### src/rtl/core/iqs_pkg.sv
`timescale 1ns / 1ps
// shared types and codes for the ordered id queue
package iqs_pkg;

  localparam int OPCODE_W  = 3;
  localparam int ITEM_ID_W = 8;
  localparam int STAMP_W   = 31;
  localparam int STATUS_W  = 2;
  localparam int COUNT_W   = 5;

  localparam logic [OPCODE_W-1:0] OP_APPEND  = 3'd0;
  localparam logic [OPCODE_W-1:0] OP_INSERT  = 3'd1;
  localparam logic [OPCODE_W-1:0] OP_TAKE    = 3'd2;
  localparam logic [OPCODE_W-1:0] OP_REMOVE  = 3'd3;
  localparam logic [OPCODE_W-1:0] OP_REPLACE = 3'd4;
  localparam logic [OPCODE_W-1:0] OP_LOOKUP  = 3'd5;

  localparam logic [STATUS_W-1:0] STATUS_DONE = 2'd0;
  localparam logic [STATUS_W-1:0] STATUS_MISS = 2'd1;
  localparam logic [STATUS_W-1:0] STATUS_FULL = 2'd2;

  typedef enum logic [3:0] {
    S_IDLE, S_DECODE, S_PUT, S_SCAN_RD, S_SCAN_CHK, S_SHUP_RD, S_SHUP_WR,
    S_TAKE_RD, S_TAKE_CAP, S_SHDN_RD, S_SHDN_WR, S_SRCH_RD, S_SRCH_CHK, S_DONE
  } state_t;

  typedef enum logic [2:0] {PTR_HOLD, PTR_ZERO, PTR_COUNT, PTR_INC, PTR_DEC} ptr_op_t;
  typedef enum logic [1:0] {RD_PTR, RD_PTR_M1, RD_PTR_P1} rd_sel_t;
  typedef enum logic [1:0] {WR_NEW, WR_REPL, WR_MOVE} wr_sel_t;

  typedef struct packed {
    logic                load_in;
    ptr_op_t             ptr_op;
    logic                pos_load;
    logic                rd_en;
    rd_sel_t             rd_sel;
    logic                wr_en;
    wr_sel_t             wr_sel;
    logic                cnt_inc;
    logic                cnt_dec;
    logic                status_wr;
    logic [STATUS_W-1:0] status_val;
    logic                cap_rd;
    logic                publish;
  } cmd_t;

  typedef struct packed {
    logic [OPCODE_W-1:0] op;
    logic                full;
    logic                empty;
    logic                ptr_eq_count;
    logic                ptr_eq_pos;
    logic                ptr_zero;
    logic                ptr_p1_eq_count;
    logic                stamp_gt;
    logic                id_match;
    logic                out_free;
  } sts_t;

endpackage

### src/rtl/core/iqs_ctrl.sv
`timescale 1ns / 1ps
// sequencer for the ordered id queue operations
module iqs_ctrl (
  input  logic          clk,
  input  logic          rst_n,
  input  logic          in_valid,
  output logic          in_stall,
  input  iqs_pkg::sts_t sts,
  output iqs_pkg::cmd_t cmd
);
  import iqs_pkg::*;

  state_t state_r, state_nxt;

  always_ff @(posedge clk) begin
    if (!rst_n) begin
      state_r <= S_IDLE;
    end else begin
      state_r <= state_nxt;
    end
  end

  assign in_stall = (state_r != S_IDLE);

  always_comb begin
    cmd       = '0;
    state_nxt = state_r;
    unique case (state_r)
      S_IDLE: begin
        if (in_valid) begin
          cmd.load_in = 1'b1;
          state_nxt   = S_DECODE;
        end
      end
      S_DECODE: begin
        unique case (sts.op)
          OP_APPEND: begin
            if (sts.full) begin
              cmd.status_wr  = 1'b1;
              cmd.status_val = STATUS_FULL;
              state_nxt      = S_DONE;
            end else begin
              cmd.ptr_op = PTR_COUNT;
              state_nxt  = S_PUT;
            end
          end
          OP_INSERT: begin
            if (sts.full) begin
              cmd.status_wr  = 1'b1;
              cmd.status_val = STATUS_FULL;
              state_nxt      = S_DONE;
            end else begin
              cmd.ptr_op = PTR_ZERO;
              state_nxt  = S_SCAN_RD;
            end
          end
          OP_TAKE: begin
            if (sts.empty) begin
              cmd.status_wr  = 1'b1;
              cmd.status_val = STATUS_MISS;
              state_nxt      = S_DONE;
            end else begin
              cmd.ptr_op = PTR_ZERO;
              state_nxt  = S_TAKE_RD;
            end
          end
          OP_REMOVE, OP_REPLACE, OP_LOOKUP: begin
            cmd.ptr_op = PTR_COUNT;
            state_nxt  = S_SRCH_RD;
          end
          default: state_nxt = S_DONE;
        endcase
      end
      S_PUT: begin
        cmd.wr_en   = 1'b1;
        cmd.wr_sel  = WR_NEW;
        cmd.cnt_inc = 1'b1;
        state_nxt   = S_DONE;
      end
      S_SCAN_RD: begin
        if (sts.ptr_eq_count) begin
          cmd.pos_load = 1'b1;
          cmd.ptr_op   = PTR_COUNT;
          state_nxt    = S_SHUP_RD;
        end else begin
          cmd.rd_en  = 1'b1;
          cmd.rd_sel = RD_PTR;
          state_nxt  = S_SCAN_CHK;
        end
      end
      S_SCAN_CHK: begin
        if (sts.stamp_gt) begin
          cmd.pos_load = 1'b1;
          cmd.ptr_op   = PTR_COUNT;
          state_nxt    = S_SHUP_RD;
        end else begin
          cmd.ptr_op = PTR_INC;
          state_nxt  = S_SCAN_RD;
        end
      end
      S_SHUP_RD: begin
        if (sts.ptr_eq_pos) begin
          state_nxt = S_PUT;
        end else begin
          cmd.rd_en  = 1'b1;
          cmd.rd_sel = RD_PTR_M1;
          state_nxt  = S_SHUP_WR;
        end
      end
      S_SHUP_WR: begin
        cmd.wr_en  = 1'b1;
        cmd.wr_sel = WR_MOVE;
        cmd.ptr_op = PTR_DEC;
        state_nxt  = S_SHUP_RD;
      end
      S_TAKE_RD: begin
        cmd.rd_en  = 1'b1;
        cmd.rd_sel = RD_PTR;
        state_nxt  = S_TAKE_CAP;
      end
      S_TAKE_CAP: begin
        cmd.cap_rd = 1'b1;
        state_nxt  = S_SHDN_RD;
      end
      S_SHDN_RD: begin
        if (sts.ptr_p1_eq_count) begin
          cmd.cnt_dec = 1'b1;
          state_nxt   = S_DONE;
        end else begin
          cmd.rd_en  = 1'b1;
          cmd.rd_sel = RD_PTR_P1;
          state_nxt  = S_SHDN_WR;
        end
      end
      S_SHDN_WR: begin
        cmd.wr_en  = 1'b1;
        cmd.wr_sel = WR_MOVE;
        cmd.ptr_op = PTR_INC;
        state_nxt  = S_SHDN_RD;
      end
      S_SRCH_RD: begin
        if (sts.ptr_zero) begin
          cmd.status_wr  = 1'b1;
          cmd.status_val = STATUS_MISS;
          state_nxt      = S_DONE;
        end else begin
          cmd.rd_en  = 1'b1;
          cmd.rd_sel = RD_PTR_M1;
          cmd.ptr_op = PTR_DEC;
          state_nxt  = S_SRCH_CHK;
        end
      end
      S_SRCH_CHK: begin
        if (sts.id_match) begin
          cmd.cap_rd = 1'b1;
          if (sts.op == OP_REMOVE) begin
            state_nxt = S_SHDN_RD;
          end else if (sts.op == OP_REPLACE) begin
            cmd.wr_en  = 1'b1;
            cmd.wr_sel = WR_REPL;
            state_nxt  = S_DONE;
          end else begin
            state_nxt = S_DONE;
          end
        end else begin
          state_nxt = S_SRCH_RD;
        end
      end
      S_DONE: begin
        if (sts.out_free) begin
          cmd.publish = 1'b1;
          state_nxt   = S_IDLE;
        end
      end
      default: state_nxt = S_IDLE;
    endcase
  end

endmodule

### src/rtl/core/iqs_dpath.sv
`timescale 1ns / 1ps
// entry memory, pointers, count and result registers of the ordered id queue
module iqs_dpath #(
  parameter int DEPTH   = 16,
  parameter int ID_BITS = 8
) (
  input  logic                             clk,
  input  logic                             rst_n,
  input  iqs_pkg::cmd_t                    cmd,
  output iqs_pkg::sts_t                    sts,
  input  logic [iqs_pkg::OPCODE_W-1:0]     in_opcode,
  input  logic [iqs_pkg::ITEM_ID_W-1:0]    in_item_id,
  input  logic [iqs_pkg::ITEM_ID_W-1:0]    in_new_id,
  input  logic [iqs_pkg::STAMP_W-1:0]      in_time_stamp,
  output logic                             out_valid,
  input  logic                             out_stall,
  output logic [iqs_pkg::STATUS_W-1:0]     out_status,
  output logic [iqs_pkg::ITEM_ID_W-1:0]    out_id,
  output logic [iqs_pkg::STAMP_W-1:0]      out_stamp,
  output logic [iqs_pkg::COUNT_W-1:0]      out_entry_count
);
  import iqs_pkg::*;

  localparam int AW = $clog2(DEPTH);
  localparam int CW = $clog2(DEPTH + 1);

  // entry storage, no reset
  logic [ID_BITS-1:0] mem_id    [DEPTH];
  logic [STAMP_W-1:0] mem_stamp [DEPTH];

  logic [OPCODE_W-1:0] op_r;
  logic [ID_BITS-1:0]  id_r, nid_r;
  logic [STAMP_W-1:0]  stamp_r;
  logic [ID_BITS-1:0]  rd_id_r;
  logic [STAMP_W-1:0]  rd_stamp_r;
  logic [CW-1:0]       count_r, count_nxt;
  logic [CW-1:0]       ptr_r, ptr_nxt;
  logic [CW-1:0]       pos_r;
  logic [STATUS_W-1:0] res_status_r;
  logic [ID_BITS-1:0]  res_id_r;
  logic [STAMP_W-1:0]  res_stamp_r;
  logic                out_valid_r;

  logic [CW-1:0]       ptr_m1, ptr_p1, rd_addr_full;
  logic [ID_BITS-1:0]  wr_id;
  logic [STAMP_W-1:0]  wr_stamp;
  logic                out_free;

  assign ptr_m1 = ptr_r - CW'(1);
  assign ptr_p1 = ptr_r + CW'(1);

  always_comb begin
    unique case (cmd.rd_sel)
      RD_PTR_M1: rd_addr_full = ptr_m1;
      RD_PTR_P1: rd_addr_full = ptr_p1;
      default:   rd_addr_full = ptr_r;
    endcase
  end

  always_comb begin
    unique case (cmd.wr_sel)
      WR_REPL: begin
        wr_id    = nid_r;
        wr_stamp = stamp_r;
      end
      WR_MOVE: begin
        wr_id    = rd_id_r;
        wr_stamp = rd_stamp_r;
      end
      default: begin
        wr_id    = id_r;
        wr_stamp = stamp_r;
      end
    endcase
  end

  // one write and one registered read per cycle
  always_ff @(posedge clk) begin
    if (cmd.wr_en) begin
      mem_id[ptr_r[AW-1:0]]    <= wr_id;
      mem_stamp[ptr_r[AW-1:0]] <= wr_stamp;
    end
    if (cmd.rd_en) begin
      rd_id_r    <= mem_id[rd_addr_full[AW-1:0]];
      rd_stamp_r <= mem_stamp[rd_addr_full[AW-1:0]];
    end
  end

  always_comb begin
    unique case (cmd.ptr_op)
      PTR_ZERO:  ptr_nxt = '0;
      PTR_COUNT: ptr_nxt = count_r;
      PTR_INC:   ptr_nxt = ptr_p1;
      PTR_DEC:   ptr_nxt = ptr_m1;
      default:   ptr_nxt = ptr_r;
    endcase
  end

  always_comb begin
    count_nxt = count_r;
    if (cmd.cnt_inc) begin
      count_nxt = count_r + CW'(1);
    end else if (cmd.cnt_dec) begin
      count_nxt = count_r - CW'(1);
    end
  end

  always_ff @(posedge clk) begin
    if (!rst_n) begin
      count_r <= '0;
    end else begin
      count_r <= count_nxt;
    end
  end

  always_ff @(posedge clk) begin
    ptr_r <= ptr_nxt;
    if (cmd.pos_load) begin
      pos_r <= ptr_r;
    end
    if (cmd.load_in) begin
      op_r    <= in_opcode;
      id_r    <= ID_BITS'(in_item_id);
      nid_r   <= ID_BITS'(in_new_id);
      stamp_r <= in_time_stamp;
    end
  end

  // result of the running operation
  always_ff @(posedge clk) begin
    if (cmd.load_in) begin
      res_status_r <= STATUS_DONE;
      res_id_r     <= '0;
      res_stamp_r  <= '0;
    end else begin
      if (cmd.status_wr) begin
        res_status_r <= cmd.status_val;
      end
      if (cmd.cap_rd) begin
        res_id_r    <= rd_id_r;
        res_stamp_r <= rd_stamp_r;
      end
    end
  end

  assign out_free = !out_valid_r || !out_stall;

  always_ff @(posedge clk) begin
    if (!rst_n) begin
      out_valid_r <= 1'b0;
    end else if (cmd.publish) begin
      out_valid_r <= 1'b1;
    end else if (!out_stall) begin
      out_valid_r <= 1'b0;
    end
  end

  always_ff @(posedge clk) begin
    if (cmd.publish) begin
      out_status      <= res_status_r;
      out_id          <= ITEM_ID_W'(res_id_r);
      out_stamp       <= res_stamp_r;
      out_entry_count <= COUNT_W'(count_r);
    end
  end

  assign out_valid = out_valid_r;

  assign sts.op              = op_r;
  assign sts.full            = (count_r == CW'(DEPTH));
  assign sts.empty           = (count_r == '0);
  assign sts.ptr_eq_count    = (ptr_r == count_r);
  assign sts.ptr_eq_pos      = (ptr_r == pos_r);
  assign sts.ptr_zero        = (ptr_r == '0);
  assign sts.ptr_p1_eq_count = (ptr_p1 == count_r);
  assign sts.stamp_gt        = (rd_stamp_r > stamp_r);
  assign sts.id_match        = (rd_id_r == id_r);
  assign sts.out_free        = out_free;

  a_count_bound: assert property (@(posedge clk) disable iff (!rst_n)
    count_r <= CW'(DEPTH))
    else $error("entry count beyond depth");

  a_no_grow_full: assert property (@(posedge clk) disable iff (!rst_n)
    cmd.cnt_inc |-> (count_r < CW'(DEPTH)))
    else $error("insert into full queue");

  a_no_shrink_empty: assert property (@(posedge clk) disable iff (!rst_n)
    cmd.cnt_dec |-> (count_r != '0))
    else $error("removal from empty queue");

  a_read_in_range: assert property (@(posedge clk) disable iff (!rst_n)
    cmd.rd_en |-> (rd_addr_full < count_r))
    else $error("read of an unused entry");

  a_publish_free: assert property (@(posedge clk) disable iff (!rst_n)
    cmd.publish |-> out_free)
    else $error("result overwrites an untaken result");

endmodule

### src/rtl/core/id_queue_sorted_insert_remove_top.sv
`timescale 1ns / 1ps
// top level of the ordered id queue with time stamp sorted insert
//
//   channel | direction | ports                                          | transfer when
//   --------+-----------+------------------------------------------------+--------------------
//   in      | input     | in_opcode in_item_id in_new_id in_time_stamp   | in_valid & !in_stall
//   out     | output    | out_status out_id out_stamp out_entry_count    | out_valid & !out_stall
//
// operation: one op at a time through the entry memory; full or empty refusals and
//   unused codes go straight to the result, append writes at the tail, sorted insert
//   scans from the head for the first later stamp and moves that entry and those behind it up,
//   take head reads entry 0 and moves the rest down, search walks from the tail toward
//   the head, remove then moves the entries after the match down; a stalled result waits
// reset: rst_n is synchronous, clears the entry count, sequencer and output valid;
//   the entry memory itself is not cleared since unused entries are never read
// stalls: in_stall is high from the transfer of an item until its result is
//   registered; a new item may be taken while that result waits on out_stall
module id_queue_sorted_insert_remove_top #(
  parameter int DEPTH   = 16,
  parameter int ID_BITS = 8
) (
  input  logic                             clk,
  input  logic                             rst_n,
  // operation request
  input  logic                             in_valid,
  output logic                             in_stall,
  input  logic [iqs_pkg::OPCODE_W-1:0]     in_opcode,
  input  logic [iqs_pkg::ITEM_ID_W-1:0]    in_item_id,
  input  logic [iqs_pkg::ITEM_ID_W-1:0]    in_new_id,
  input  logic [iqs_pkg::STAMP_W-1:0]      in_time_stamp,
  // operation result
  output logic                             out_valid,
  input  logic                             out_stall,
  output logic [iqs_pkg::STATUS_W-1:0]     out_status,
  output logic [iqs_pkg::ITEM_ID_W-1:0]    out_id,
  output logic [iqs_pkg::STAMP_W-1:0]      out_stamp,
  output logic [iqs_pkg::COUNT_W-1:0]      out_entry_count
);
  import iqs_pkg::*;

  // command and status between sequencer and datapath
  cmd_t cmd;
  sts_t sts;

  iqs_ctrl u_ctrl (
    .clk      (clk),
    .rst_n    (rst_n),
    .in_valid (in_valid),
    .in_stall (in_stall),
    .sts      (sts),
    .cmd      (cmd)
  );

  // entry memory, pointer, count and output register
  iqs_dpath #(
    .DEPTH   (DEPTH),
    .ID_BITS (ID_BITS)
  ) u_dpath (
    .clk             (clk),
    .rst_n           (rst_n),
    .cmd             (cmd),
    .sts             (sts),
    .in_opcode       (in_opcode),
    .in_item_id      (in_item_id),
    .in_new_id       (in_new_id),
    .in_time_stamp   (in_time_stamp),
    .out_valid       (out_valid),
    .out_stall       (out_stall),
    .out_status      (out_status),
    .out_id          (out_id),
    .out_stamp       (out_stamp),
    .out_entry_count (out_entry_count)
  );

endmodule
### config.mk
export PLATFORM = sky130hd
export DESIGN_NAME = id_queue_sorted_insert_remove_top
export DESIGN_NICKNAME = d
export VERILOG_FILES = /design/src/rtl/core/iqs_pkg.sv /design/src/rtl/core/iqs_ctrl.sv /design/src/rtl/core/iqs_dpath.sv /design/src/rtl/core/id_queue_sorted_insert_remove_top.sv
export SDC_FILE = /design/constraint.sdc
export NUM_CORES = 1
export LEC_CHECK = 0
export ABC_CLOCK_PERIOD_IN_PS = 5700
export BUFFER_PORTS_ARGS = -buffer_cell sky130_fd_sc_hd__clkbuf_2
export CORE_UTILIZATION = 50
export CTS_BUF_LIST = sky130_fd_sc_hd__clkbuf_16
export CTS_CLUSTER_SIZE = 14
export DETAILED_ROUTE_END_ITERATION = 10
export MAX_ROUTING_LAYER = met4
export PLACE_DENSITY = 0.77
export SYNTH_ARGS = -nofsm -noshare
export SYNTH_HDL_FRONTEND = slang
export SYNTH_SLANG_ARGS = --single-unit
export TNS_END_PERCENT = 10
### constraint.sdc
create_clock -name clk -period 5.7 [get_ports clk]
set_clock_uncertainty 0.1 [all_clocks]
set_input_delay 0.57 -clock clk [delete_from_list [all_inputs] [get_ports clk]]
set_output_delay 0.57 -clock clk [all_outputs]
set_load 0.05 [all_outputs]
==> results of run 1 <==
[how the worst max path moves through the flow]
stage                                            start                               end  depth (start not counted)
final                       u_dpath.ptr_r[0]$_DFFE_PP_  u_dpath.rd_stamp_r[29]$_DFFE_PP_                         15
after global routing        u_dpath.ptr_r[0]$_DFFE_PP_  u_dpath.rd_stamp_r[29]$_DFFE_PP_                         15
after CTS                   u_dpath.ptr_r[0]$_DFFE_PP_  u_dpath.rd_stamp_r[29]$_DFFE_PP_                         15
after detailed placement    u_dpath.ptr_r[0]$_DFFE_PP_  u_dpath.rd_stamp_r[29]$_DFFE_PP_                         15
after global placement      u_dpath.ptr_r[0]$_DFFE_PP_  u_dpath.rd_stamp_r[13]$_DFFE_PP_                         15
after floorplan           u_dpath.rd_id_r[3]$_DFFE_PP_    u_dpath.mem_id[3][0]$_DFFE_PP_                          7
[critical path: stages (launching register included)]
cell and delay, ps:
edfxtp_1 690, inv_1 170, ha_1 400, xor2_1 160, nor2_1 100, nand4_1 120
nand3_1 220, inv_1 80, ha_1 520, nor3_2 110, a21oi_4 290, buf_12 500
mux4_2 570, nor2b_1 150, a211oi_1 290, a21oi_1 90
[power by group through the flow]
| stage | Combinational, mW | Sequential (mW) | Clock, mW |
|---|---|---|---|
| global placement | 5.77 | 8.35 | 0 |
| CTS | 6.03 | 8.26 | 4.99 |
| detailed placement | 5.95 | 8.38 | 0 |
| finish | 5.99 | 8.26 | 4.92 |
| floorplan | 4.60 | 8.15 | 0 |
| global route | 6.48 | 8.31 | 5.22 |
[cell usage after synthesis, drive strengths merged, types with 2 or more instances]
library cell,number
a21o,4
nand3,16
a2111oi,2
a22oi,9
a211oi,42
buf,58
nor3,12
nand2b,10
o31ai,2
dfxtp,51
mux4,156
a21oi,71
nor3b,2
xor2,9
inv,42
nor2,79
a31oi,3
or3,3
o221ai,3
mux2i,79
nand3b,2
o21a,3
xnor2,22
o211ai,3
o21ai,53
ha,43
clkbuf,34
edfxtp,769
nand2,80
a22o,2
nor4,2
nand4,14
nor2b,46
and2,2
a21boi,3
[state kept, by name, indices dropped and copies added (netlist names), 31 cells and up]
register and cells:
u_dpath.mem_id 128, u_dpath.rd_stamp_r 31, u_dpath.stamp_r 31, u_dpath.out_stamp 31, u_dpath.mem_stamp 496, u_dpath.res_stamp_r 31
[final cells by class]
class / count / area [um^2] / share of cell area [%]
Clock inverter: 54 / 356.6 / 0.9616
Timing Repair Buffer: 191 / 1361 / 3.671
Antenna cell: 1 / 2.502 / 0.006748
Multi-Input combinational cell: 795 / 7969 / 21.49
Sequential cell: 820 / 24110 / 65.03
Inverter: 42 / 157.7 / 0.4251
Clock buffer: 82 / 2052 / 5.534
Tap cell: 855 / 1070 / 2.885
[logic make-up (layout without fill, tap and decap cells)]
| kind of cell | count (synthesis) | count (layout) | share of synthesized area, % |
|---|---|---|---|
| AND/OR/NAND/NOR | 272 | 272 | 3.996 |
| XOR/XNOR | 32 | 32 | 0.9298 |
| flip-flops | 820 | 820 | 74.04 |
| AO/OA/AOI/OAI | 211 | 211 | 4.061 |
| other | 0 | 1 | 0 |
| buffers and inverters | 134 | 369 | 2.006 |
| adder cells (fa/ha/maj) | 44 | 44 | 1.714 |
| multiplexers | 236 | 236 | 13.25 |
[placed cells by master, fill, tap and decap left out, types with 3 or more instances in the layout]
cell type	netlist	final
nor2_4	0	12
inv_1	42	63
nand2_1	80	80
dfxtp_1	51	51
nor3_2	2	6
or3_1	3	3
edfxtp_1	769	769
nor3_1	10	6
clkbuf_2	0	101
nand2b_1	10	10
clkinv_2	0	7
buf_4	4	58
o21ai_0	49	36
clkinv_1	0	15
a21oi_1	68	67
a21oi_4	0	4
a22oi_1	9	9
ha_1	43	42
o211ai_1	3	3
o221ai_1	3	3
mux2i_1	79	79
xnor2_1	21	21
a211oi_1	41	41
buf_12	0	10
a21o_1	4	4
bufinv_16	0	4
dlygate4sd3_1	0	22
clkbuf_16	0	82
mux4_2	156	156
nor2b_1	46	46
inv_6	0	3
nand4_1	14	14
o21ai_1	4	17
nor2_1	79	67
o21a_1	3	3
nand3_1	16	16
xor2_1	9	9
[what timing repair did]
item                                    4_1_cts  5_1_grt
endpoints found under the hold margin        22        0
hold buffers                                 22        0
endpoints found under the setup margin        0        0
[stage by stage]
step	worst slack, ps	power, mW	instance area (um^2)
floorplan	780.4	12.75	32570
global placement	976.1	14.12	34450
detailed placement	780.4	14.33	34450
CTS	781.4	19.28	37080
global route	509.5	20.01	37080
finish	792.8	19.17	37080
[routing by layer]
metal  part of all wire [%]  up-vias  track usage [%]
li1                       -     7300                -
met2                     51      766            36.50
met1                     39     8772            29.26
met4                    2.2        0            7.044
met3                    7.5      109            2.985
met5                      0        -                -
==> out/results.tsv, run 1 <==
stage	metric	value	unit
global_route	total gr overflow	0	
cts	Skew-Pair Late Insertion Delay	620	ps
drt	final WL	70.79	mm
floorplan	die width	257.2	um
synth	EDFF count, synth	769	
pwr	Seq pwr share	43.1	%
drt	DR vias	16950	
timing	fmax	0.2038	GHz
job	Max Cap Viol	0	
setup_path	WS Path Type	reg2reg	
placement	number of placed cells counting well taps	2681	
placement	port buffer count	101	
cts	TritonCTS clock tree	yes	
timing	Fin Setup TNS	0	ps
timing	Slew Limit Fails	0	
synth	synthesized area	32570	um^2
cts	post-CTS sizing	0	
final_layout	area grow syn2layout	13.87	%
pwr	Power Dens Cells	516.9	nW/um^2
floorplan	Placeable Area	64350	um^2
setup_path	slack of the worst reg-to-reg path	790	ps
placement	DP HPWL	39.49	mm
final_layout	layout cells sized above 1	23.08	%
worst_hold_path	worst hold path startpoint	in_new_id[6]	
worst_hold_path	hold path cells	1	
timing	unrepaired setup endpoints after global routing	no	
floorplan	Starting Density	50.61	%
placement	gpl congestion	0.8560	
drt	number of iterations in the first detailed-routing pass	5	
synth	cell taking the most area after synthesis	edfxtp_1	
cts	Post-CTS Setup Inserts	0	
synth	ys async rst share	0	%
drt	1st-iter DRT viols	1770	
cts	# H-tree levels	3	
synth	Synth area leaders	edfxtp_1, mux4_2, dfxtp_1	
setup_path	Req. time, crit path	5940	ps
outcome	status	completed	
timing	period utilization	86.09	%
pwr	Sw Share	31.33	%
cts	clock transition at the registers of the reported paths	70	ps
final_layout	fillers	4558	
drt	Vias per Instance	5.967	
pwr	P_leak	12.69	nW
setup_path	CP arrival	5150	ps
cts	clk sink count	820	
setup_path	Worst R2R Start	u_dpath.ptr_r[0]$_DFFE_PP_	
cts	CTS Root Cell	clkbuf_16	
setup_path	CP max FO	71	
drt	ANT nets after route	0	
cts	Num CTS Buffers	78	
floorplan	area of the die	66160	um^2
setup_path	Worst Setup Start Kind	flip-flop	
synth	Synth cell types	66	
drt	Routed WL per cell	24.93	um
timing	# setup viols final	0	
synth	FF+latch count, synth	820	
worst_hold_path	Endpoint, Worst Hold	u_dpath.nid_r[6]$_DFFE_PP_	
floorplan	die height	257.2	um
synth	syn_nets	1847	
synth	register area share after synthesis	74.04	%
drt	DR DRC count	0	
pwr	maximum VDD drop	0.4022	mV
setup_path	Reg-to-Reg End	u_dpath.rd_stamp_r[29]$_DFFE_PP_	
floorplan	Row Count	93	
pwr	combinational share of power	31.2	%
synth	Yosys Warn Count	0	
setup_path	CP endpoint kind	flip-flop	
pwr	clock power share	25.7	%
cts	clk buf depth	3	
pwr	NetSw	6.005	mW
global_route	Total Routing Usage GR	22.34	%
timing	minimum clock period after layout	4907	ps
setup_path	depth of the worst register-to-register path	15	
final_layout	Final Non-Filler Cells	2840	
final_layout	Nets	2026	
pwr	Pint	13.16	mW
global_route	largest net degree at the start of global routing	100	
global_route	initial antenna violation count	1	
worst_hold_path	Worst Hold Class	in2reg	
final_layout	Finished Core Util	57.63	%
global_route	vias in the first global route	17110	
timing	Worst Tran Pin Value	1113	ps
timing	Final Hold Viols	0	
timing	relative slew slack	25.63	%
synth	Syn Area/Cell	18.62	um^2
synth	share of the synthesized area in the top cell type	70.91	%
synth	top_reg_cell synth	edfxtp_1	
global_route	first-pass GRT wire length	106.5	mm
timing	WHS	28.90	ps
floorplan	I/O Pins	102	
synth	Mapped Cells	1749	
(Power assumes the default switching activity.)
==> inputs of run 2 (changes only) <==
--- a/config.mk
+++ b/config.mk
@@ -11,8 +11,8 @@
 export CTS_BUF_LIST = sky130_fd_sc_hd__clkbuf_16
 export CTS_CLUSTER_SIZE = 14
 export DETAILED_ROUTE_END_ITERATION = 10
-export MAX_ROUTING_LAYER = met4
-export PLACE_DENSITY = 0.77
+export GPL_ROUTABILITY_DRIVEN = 0
+export PLACE_DENSITY = 0.72
 export SYNTH_ARGS = -nofsm -noshare
 export SYNTH_HDL_FRONTEND = slang
 export SYNTH_SLANG_ARGS = --single-unit
==> run 2 against run 1 <==
Effect of this change: wire length shrank 0.79%; worst setup slack lost 180 ps; utilization grew 0.090 points; via count shrank 0.97%; sequential power shrank 0.5%; fmax shrank 3.6%; largest cell class unchanged; cell area grew 0.16%; hold slack lost 2.1 ps; combinational power grew 1%.
==> out/results.tsv, run 2 (synthesized netlist as in run 1, its figures left out) <==
stage	metric	value	unit
outcome	status	completed	
final_layout	commonest non-fill, non-tap cell in the layout	edfxtp_1	
setup_path	Worst Setup Start Kind	flip-flop	
cts	CTS Root Cell	clkbuf_16	
setup_path	Worst setup startpoint	u_dpath.ptr_r[0]$_DFFE_PP_	
global_route	met1 Track Usage GR	29.68	%
timing	unrepaired setup endpoints after global routing	no	
setup_path	slowest CP cell	edfxtp_1	
setup_path	CP max FO	15	
drt	number of iterations in the first detailed-routing pass	5	
global_route	initial antenna violation count	0	
timing	relative slew slack	26.60	%
global_route	met3 Use GR	2.965	%
final_layout	post-route cell area	37140	um^2
floorplan	I/O Pins	102	
global_route	Total Routing Usage GR	21.46	%
cts	post-CTS sizing	0	
setup_path	Crit path largest cell delay	700	ps
setup_path	CP bufs+invs	3	
pwr	Seq pwr share	42.7	%
floorplan	Starting Density	50.61	%
pwr	NetSw	5.987	mW
worst_hold_path	worst hold path startpoint	in_time_stamp[1]	
pwr	Power Dens Cells	519.0	nW/um^2
pwr	combinational share of power	31.4	%
setup_path	Top Family by Delay on Critical Path	compound AO/OA/AOI/OAI gates	
floorplan	die width	257.2	um
setup_path	CP endpoint kind	flip-flop	
setup_path	CP arrival	5340	ps
cts	Skew-Pair Late Insertion Delay	620	ps
setup_path	CP cell instances	inv_1, ha_1, xor2_1, nor2_1, nand4_1, nand3_1, inv_1, ha_1, nor3_2, a21oi_4, buf_4, mux4_2, nor2b_1, a211oi_1, a21oi_1	
timing	Final Hold Viols	0	
drt	1st-iter DRT viols	1619	
pwr	maximum VDD drop	0.3546	mV
drt	Routed WL per cell	24.67	um
global_route	met2 GRT Util	35.10	%
pwr	clock power share	25.9	%
global_route	largest net degree at the start of global routing	66	
timing	fmax	0.1965	GHz
timing	# setup viols final	0	
setup_path	WS Path Type	reg2reg	
final_layout	area grow syn2layout	14.04	%
cts	clk buf depth	3	
pwr	Sw Share	31.06	%
cts	clk sink count	820	
global_route	GR peak layer	met2	
global_route	vias in the first global route	16700	
floorplan	Row Count	93	
setup_path	Req. time, crit path	5950	ps
cts	Post-CTS Setup Inserts	0	
final_layout	max FFs per register	496	
placement	area of placed instances	34600	um^2
drt	final WL	70.23	mm
worst_hold_path	Worst Hold Class	in2reg	
cts	TritonCTS clock tree	yes	
final_layout	most frequent cells in the layout	edfxtp_1, mux4_2, clkbuf_2	
cts	Num CTS Buffers	80	
global_route	first-pass GRT wire length	104.7	mm
timing	period utilization	89.30	%
drt	DR vias	16780	
timing	Final WS setup	609.9	ps
drt	Vias per Instance	5.897	
final_layout	layout cells sized above 1	24.11	%
timing	minimum clock period after layout	5090	ps
floorplan	area of the die	66160	um^2
pwr	Pwr Total	19.28	mW
placement	DP HPWL	38.73	mm
setup_path	Worst R2R Start	u_dpath.ptr_r[0]$_DFFE_PP_	
cts	clock transition at the registers of the reported paths	60	ps
job	Max Cap Viol	0	
floorplan	die height	257.2	um
cts	# H-tree levels	3	
final_layout	n_diodes	0	
global_route	total gr overflow	0	
setup_path	slack of the worst reg-to-reg path	610	ps
pwr	P_leak	12.73	nW
pwr	Pint	13.29	mW
final_layout	Nets	2025	
placement	Setup WS pre-CTS	690.7	ps
timing	Worst Tran Pin Value	1099	ps
timing	Slew Limit Fails	0	
placement	port buffer count	101	
drt	ANT nets after route	0	
drt	DR DRC count	0	
floorplan	Placeable Area	64350	um^2
timing	Fin Setup TNS	0	ps
==> run 2: path summary, 6_finish.rpt <==
| kind | end | depth (start not counted) |
|---|---|---|
| setup / recovery | u_dpath.rd_stamp_r[4]$_DFFE_PP_ | 15 |
| hold reg to reg | u_dpath.out_stamp[17]$_DFFE_PP_ | 0 |
| hold / removal | u_dpath.stamp_r[1]$_DFFE_PP_ | 1 |
| setup reg to reg | u_dpath.rd_stamp_r[4]$_DFFE_PP_ | 15 |
==> run 2: routing by layer <==
metal | wire length, um | part of all wire, % | vias to the layer above
met5 | 0 | 0 | -
met4 | 1811 | 2.6 | 0
met3 | 4662 | 6.6 | 119
met2 | 34780 | 50 | 640
met1 | 28970 | 41 | 8684
li1 | - | - | 7340
==> run 2: through the flow <==
stage	instances	utilization [%]	hold WS, ps
4_1_cts	2846	57.72	0.1876
3_3_place_gp	2693	53.78	314.7
5_1_grt	2846	57.72	12.75
6_report	2846	57.72	26.85
3_5_place_dp	2693	53.78	316.6
2_1_floorplan	1749	-	302.9
==> run 2: layout make-up <==
type                    count  area (um^2)
fillers                  4626        27210
clock inverters            63        389.1
well taps                 855         1070
clock buffers              83         2077
multi-input cells         795         7969
flip-flops and latches    820        24110
inverters                  42        157.7
repair buffers            188         1364
==> run 2: timing repair <==
action | CTS | global route
hold buffers | 7 | 0
endpoints found under the hold margin | 7 | 0
setup endpoints to repair | 0 | 0
==> run 2: power by group through the flow <==
stage               Clock, mW  Sequential (mW)  Combinational (mW)
floorplan                   0             8.15                4.60
global placement            0             8.32                5.94
detailed placement          0             8.35                6.08
CTS                      5.08             8.23                6.12
global route             5.29             8.28                6.58
finish                   5.00             8.22                6.06
